<file path="src/rtl/core/ispf_pkg.sv">
// Shared types, codes and constants of the IP spoof prefix filter.
package ispf_pkg;

    localparam logic [31:0] LOOPBACK_ADDR   = 32'h7F00_0001;
    localparam logic [7:0]  RST_DEFAULT_TTL = 8'd64;
    localparam logic [7:0]  RST_TTL_LIMIT   = 8'd10;
    localparam logic [7:0]  RST_PAT_LIMIT   = 8'd5;

    // pid / 1000 == (pid * ID_RECIP) >> ID_RECIP_SHIFT for every 16-bit pid
    localparam logic [16:0] ID_RECIP       = 17'd67109;
    localparam int          ID_RECIP_SHIFT = 26;
    localparam int          ID_QUOT_W      = 7;

    localparam logic ACT_ADD   = 1'b0;
    localparam logic ACT_CHECK = 1'b1;

    localparam logic [2:0] STATUS_ADDED  = 3'd0;
    localparam logic [2:0] STATUS_FULL   = 3'd1;
    localparam logic [2:0] STATUS_PASSED = 3'd2;
    localparam logic [2:0] STATUS_CLEAN  = 3'd3;
    localparam logic [2:0] STATUS_SPOOF  = 3'd4;

    localparam logic [1:0] CFG_DEFAULT_TTL = 2'd0;
    localparam logic [1:0] CFG_TTL_LIMIT   = 2'd1;
    localparam logic [1:0] CFG_PAT_LIMIT   = 2'd2;

    typedef struct packed {
        logic        pad;
        logic [15:0] packet_id;
        logic        whitelist_flag;
        logic [7:0]  ttl_value;
        logic [5:0]  prefix_len;
        logic [31:0] address;
    } t_ispf_in_data;

    typedef struct packed {
        logic [4:0] pad;
        logic       id_pattern;
        logic       zero_id;
        logic       ttl_anomaly;
        logic [7:0] expected_ttl_used;
    } t_ispf_out_data;

    typedef struct packed {
        logic [31:0] network;
        logic [31:0] mask;
        logic [7:0]  ttl;
        logic        white;
    } t_ispf_entry;

    localparam int ENTRY_W = $bits(t_ispf_entry);

    typedef struct packed {
        logic capture;
        logic scan_step;
        logic add_do;
        logic eval_do;
    } t_ispf_cmd;

    typedef struct packed {
        logic hit;
        logic scan_done;
        logic out_free;
    } t_ispf_sts;

    function automatic logic [31:0] mask_of(input logic [5:0] len);
        mask_of = ~(32'hFFFF_FFFF >> len);
    endfunction

endpackage

</file>
<file path="src/rtl/core/ispf_ctrl.sv">
// Sequencing state machine of the IP spoof prefix filter.
module ispf_ctrl (
    input  logic              i_clk,
    input  logic              i_rst_n,
    input  logic              i_in_valid,
    input  logic              i_in_action,
    output logic              o_in_ready,
    input  ispf_pkg::t_ispf_sts i_sts,
    output ispf_pkg::t_ispf_cmd o_cmd
);

    typedef enum logic [3:0] {
        S_IDLE = 4'b0001,
        S_ADD  = 4'b0010,
        S_SCAN = 4'b0100,
        S_EVAL = 4'b1000
    } t_state;

    t_state r_state;
    t_state n_state;

    always_ff @(posedge i_clk) begin
        if (!i_rst_n) begin
            r_state <= S_IDLE;
        end else begin
            r_state <= n_state;
        end
    end

    always_comb begin
        n_state     = r_state;
        o_in_ready  = 1'b0;
        o_cmd       = '0;
        case (r_state)
            S_IDLE: begin
                o_in_ready    = i_rst_n;
                o_cmd.capture = i_in_valid && i_rst_n;
                if (i_in_valid && i_rst_n) begin
                    n_state = (i_in_action == ispf_pkg::ACT_CHECK) ? S_SCAN : S_ADD;
                end
            end
            S_ADD: begin
                o_cmd.add_do = i_sts.out_free;
                if (i_sts.out_free) begin
                    n_state = S_IDLE;
                end
            end
            S_SCAN: begin
                o_cmd.scan_step = 1'b1;
                if (i_sts.hit || i_sts.scan_done) begin
                    n_state = S_EVAL;
                end
            end
            S_EVAL: begin
                o_cmd.eval_do = i_sts.out_free;
                if (i_sts.out_free) begin
                    n_state = S_IDLE;
                end
            end
            default: begin
                n_state = S_IDLE;
            end
        endcase
    end

endmodule

</file>
<file path="config.mk">
export PLATFORM = sky130hd
export DESIGN_NAME = ispf_ctrl
export DESIGN_NICKNAME = d
export VERILOG_FILES = /design/src/rtl/core/ispf_pkg.sv /design/src/rtl/core/ispf_ctrl.sv
export SDC_FILE = /design/constraint.sdc
export NUM_CORES = 1
export LEC_CHECK = 0
export BUFFER_PORTS_ARGS = -buffer_cell sky130_fd_sc_hd__clkbuf_2
export CELL_PAD_IN_SITES_DETAIL_PLACEMENT = 1
export CELL_PAD_IN_SITES_GLOBAL_PLACEMENT = 2
export CORE_AREA = 2 2 39 41
export CTS_CLUSTER_DIAMETER = 200
export DETAILED_ROUTE_END_ITERATION = 12
export DIE_AREA = 0 0 41 43
export PLACE_DENSITY_LB_ADDON = 0.1
export SYNTH_ARGS = -nofsm -noshare
export SYNTH_HDL_FRONTEND = slang
export SYNTH_SLANG_ARGS = --single-unit
</file>
<file path="constraint.sdc">
create_clock -name i_clk -period 3.88 [get_ports i_clk]
set_clock_uncertainty 0.15 [all_clocks]
set_input_delay 1.164 -clock i_clk [delete_from_list [all_inputs] [get_ports i_clk]]
set_output_delay 1.164 -clock i_clk [all_outputs]
set_load 0.1 [all_outputs]
</file>
==> flow_metrics.env <==
export IMPL_status="finished, final reports clean"
export IMPL_yosysWarningCount=0
export IMPL_antenna_found_initial=0
export IMPL_num_vias=237
export IMPL_placementRows=14
export IMPL_maxSlewViolCount=0
export IMPL_area_growth_synth_to_final_pct=44.9
export IMPL_initial_core_util_pct=16.9
export IMPL_drive_above_1_share_pct=54.1
export IMPL_cts_hold_buf=0
export IMPL_ctsLongestPathBuffers=2
export IMPL_via_per_inst=4.47
export IMPL_cts_buffers_inserted=3
export IMPL_total_power_mw=0.127
export IMPL_max_cap_violations=0
export IMPL_leakage_nw=0.134
export IMPL_postCtsSetupBuffers=0
export IMPL_crit_path_start_kind="input port"
export IMPL_io_pins=12
export IMPL_finalCoreUtilization_pct=24.5
export IMPL_drc=0
export IMPL_arrival_ps=2070
export IMPL_port_buffer_count=11
export IMPL_fin_tns_setup_ps=0
export IMPL_tightest_slew_ps=551
export IMPL_yosysMostFrequentCell="dfxtp_1"
export IMPL_finalHoldViolCount=0
export IMPL_synth_mux_area_share_pct=0
export IMPL_wl_per_cell_um=11.8
export IMPL_die_h_um=43
export IMPL_grt_usage_pct=9.14
export IMPL_hold_class="reg2reg"
export IMPL_ys_flop_type="dfxtp_1"
export IMPL_n_antenna_cell=0
export IMPL_htree_levels=1
export IMPL_multi_input_area_um2=158
export IMPL_tritoncts="yes"
export IMPL_synth_top_area_share_pct=34.2
export IMPL_drt_first_pass_iters=1
export IMPL_ys_ff_latch=4
export IMPL_grt_pass1_wl_mm=1.00
export IMPL_seq_area_frac_synth_pct=34.2
export IMPL_synth_adder_area_share_pct=0
export IMPL_worstPathRequired_ps=2570
export IMPL_synth_xor_area_share_pct=0
export IMPL_synthTopCellsByCount="dfxtp_1 (4), nand2_1 (2), nand2b_1 (2), nor2_1 (2)"
export IMPL_largest_reg_flops=4
export IMPL_synthSimpleGateAreaFrac_pct=40.6
export IMPL_synth_distinct_cells=18
export IMPL_coreArea_mm2=0.00138
export IMPL_synth_area_leaders="dfxtp_1 (34%), nor4b_2 (6.4%), o2bb2ai_2 (6.4%), or4b_4 (5.9%), nand2b_1 (5.3%)"
export IMPL_grt_pass1_vias=224
export IMPL_peakVddDrop_uv=107
export IMPL_synth_top_family_by_area="simple AND/OR/NAND/NOR gates"
export IMPL_largest_register="r_state"
export IMPL_grt_max_degree=7
export IMPL_critPathKind="in2out"
export IMPL_fin_crit_sh_pct=87.2
export IMPL_cts_resized=0
export IMPL_drt_iter0_drc=0
export IMPL_grt_setup_unrepaired="no"
export IMPL_crit_fanout=6
export IMPL_clock_sinks=4
export IMPL_setup_worst_path_end_class="output pin"
export IMPL_clkTransAtPathRegs_ps=40
export IMPL_synth_cell_area_um2=234
export IMPL_cts_root_buf="clkbuf_4"
export IMPL_die_w_um=41
export IMPL_gp_routability_congestion=0.741
export IMPL_synth_cells=24
export IMPL_synthArstFlopShare_pct=0
export IMPL_synth_top_area_cell="dfxtp_1"
export IMPL_drt_wl_total_um=628
export IMPL_syn_area_per_cell_um2=9.75
export IMPL_detail_route_antenna_nets=0
export IMPL_p_per_area_mw_per_mm2=376
export IMPL_largestRegisters="r_state: 4 flops"
export IMPL_overflow=0
export IMPL_clk_latency_ps=230
export IMPL_synth_edff_count=0
export IMPL_setup_viol=0
export IMPL_final_fill_count=178
export IMPL_slew_headroom_pct=63.4
export IMPL_die_area_mm2=0.00176
export IMPL_final_nets=46
export IMPL_fmax_ghz=0.296
export IMPL_fin_crit_ps=3380
export IMPL_synth_compound_area_share_pct=20.3
export IMPL_layout_area_seq_um2=80.1
export IMPL_synth_nets=31
export IMPL_dp_final_hpwl_um=549
[layout make-up]
cell class / instances / share of cell area (%)
Timing Repair Buffer: 11 / 16.2
Clock buffer: 3 / 6.64
Inverter: 1 / 1.11
Multi-Input combinational cell: 18 / 46.5
Tap cell: 16 / 5.90
Sequential cell: 4 / 23.6
[layout by cell type (no fill, tap or decap)]
| cell type | n |
|---|---|
| a211oi_1 | 1 |
| a21oi_2 | 1 |
| a32o_1 | 1 |
| and3_1 | 1 |
| and4_1 | 1 |
| and4b_2 | 1 |
| clkbuf_2 | 11 |
| clkbuf_4 | 3 |
| dfxtp_1 | 4 |
| inv_1 | 1 |
| nand2_1 | 2 |
| nand2b_1 | 2 |
| nor2_1 | 2 |
| nor2b_1 | 1 |
| nor4_4 | 1 |
| nor4b_2 | 1 |
| o22ai_1 | 1 |
| o2bb2ai_2 | 1 |
| or4b_4 | 1 |
[report_power, final]
part	switching [mW]	internal, mW
combinational	0.0221	0.00791
sequential	0.00340	0.0433
clock	0.0160	0.0345
total	0.0416	0.0858
[cell families (layout without fill, tap and decap cells)]
kind of cell / Yosys count / in the layout
and+or+nand+nor: 13 / 13
buffers and inverters: 2 / 15
DFF: 4 / 4
AOI/OAI and AO/OA: 5 / 5
[worst max-delay path: stages]
cell and delay [ps]:
clkbuf_2 140, and4_1 270, clkbuf_2 490
[layer usage]
layer	track usage, %	share of wire [%]	vias to the layer above	wire length [um]
met4	8.00	0	0	0
met3	4.71	4.5	0	28
met1	9.65	41	110	255
li1	-	-	119	-
met5	0	0	-	0
met2	12.5	55	8	344
[path summary, 6_finish.rpt]
check / slack, ps / start / cells past startpoint / endpoint
setup / recovery: 500 / i_rst_n / 3 / o_cmd[3]
hold / removal: 450 / r_state[3] / 2 / r_state[3]
setup reg to reg: 2480 / r_state[0] / 3 / r_state[0]
hold reg to reg: 450 / r_state[3] / 2 / r_state[3]
[metrics by stage]
stage | worst slack (ps) | instance area [um^2] | std cells | hold WS [ps]
after CTS | 492 | 339 | 53 | 457
after global routing | 441 | 339 | 53 | 492
after floorplan | 351 | 249 | 24 | 389
after global placement | 528 | 317 | 50 | 452
after detailed placement | 496 | 317 | 50 | 446
final | 497 | 339 | 53 | 454
(Power assumes the default switching activity.)
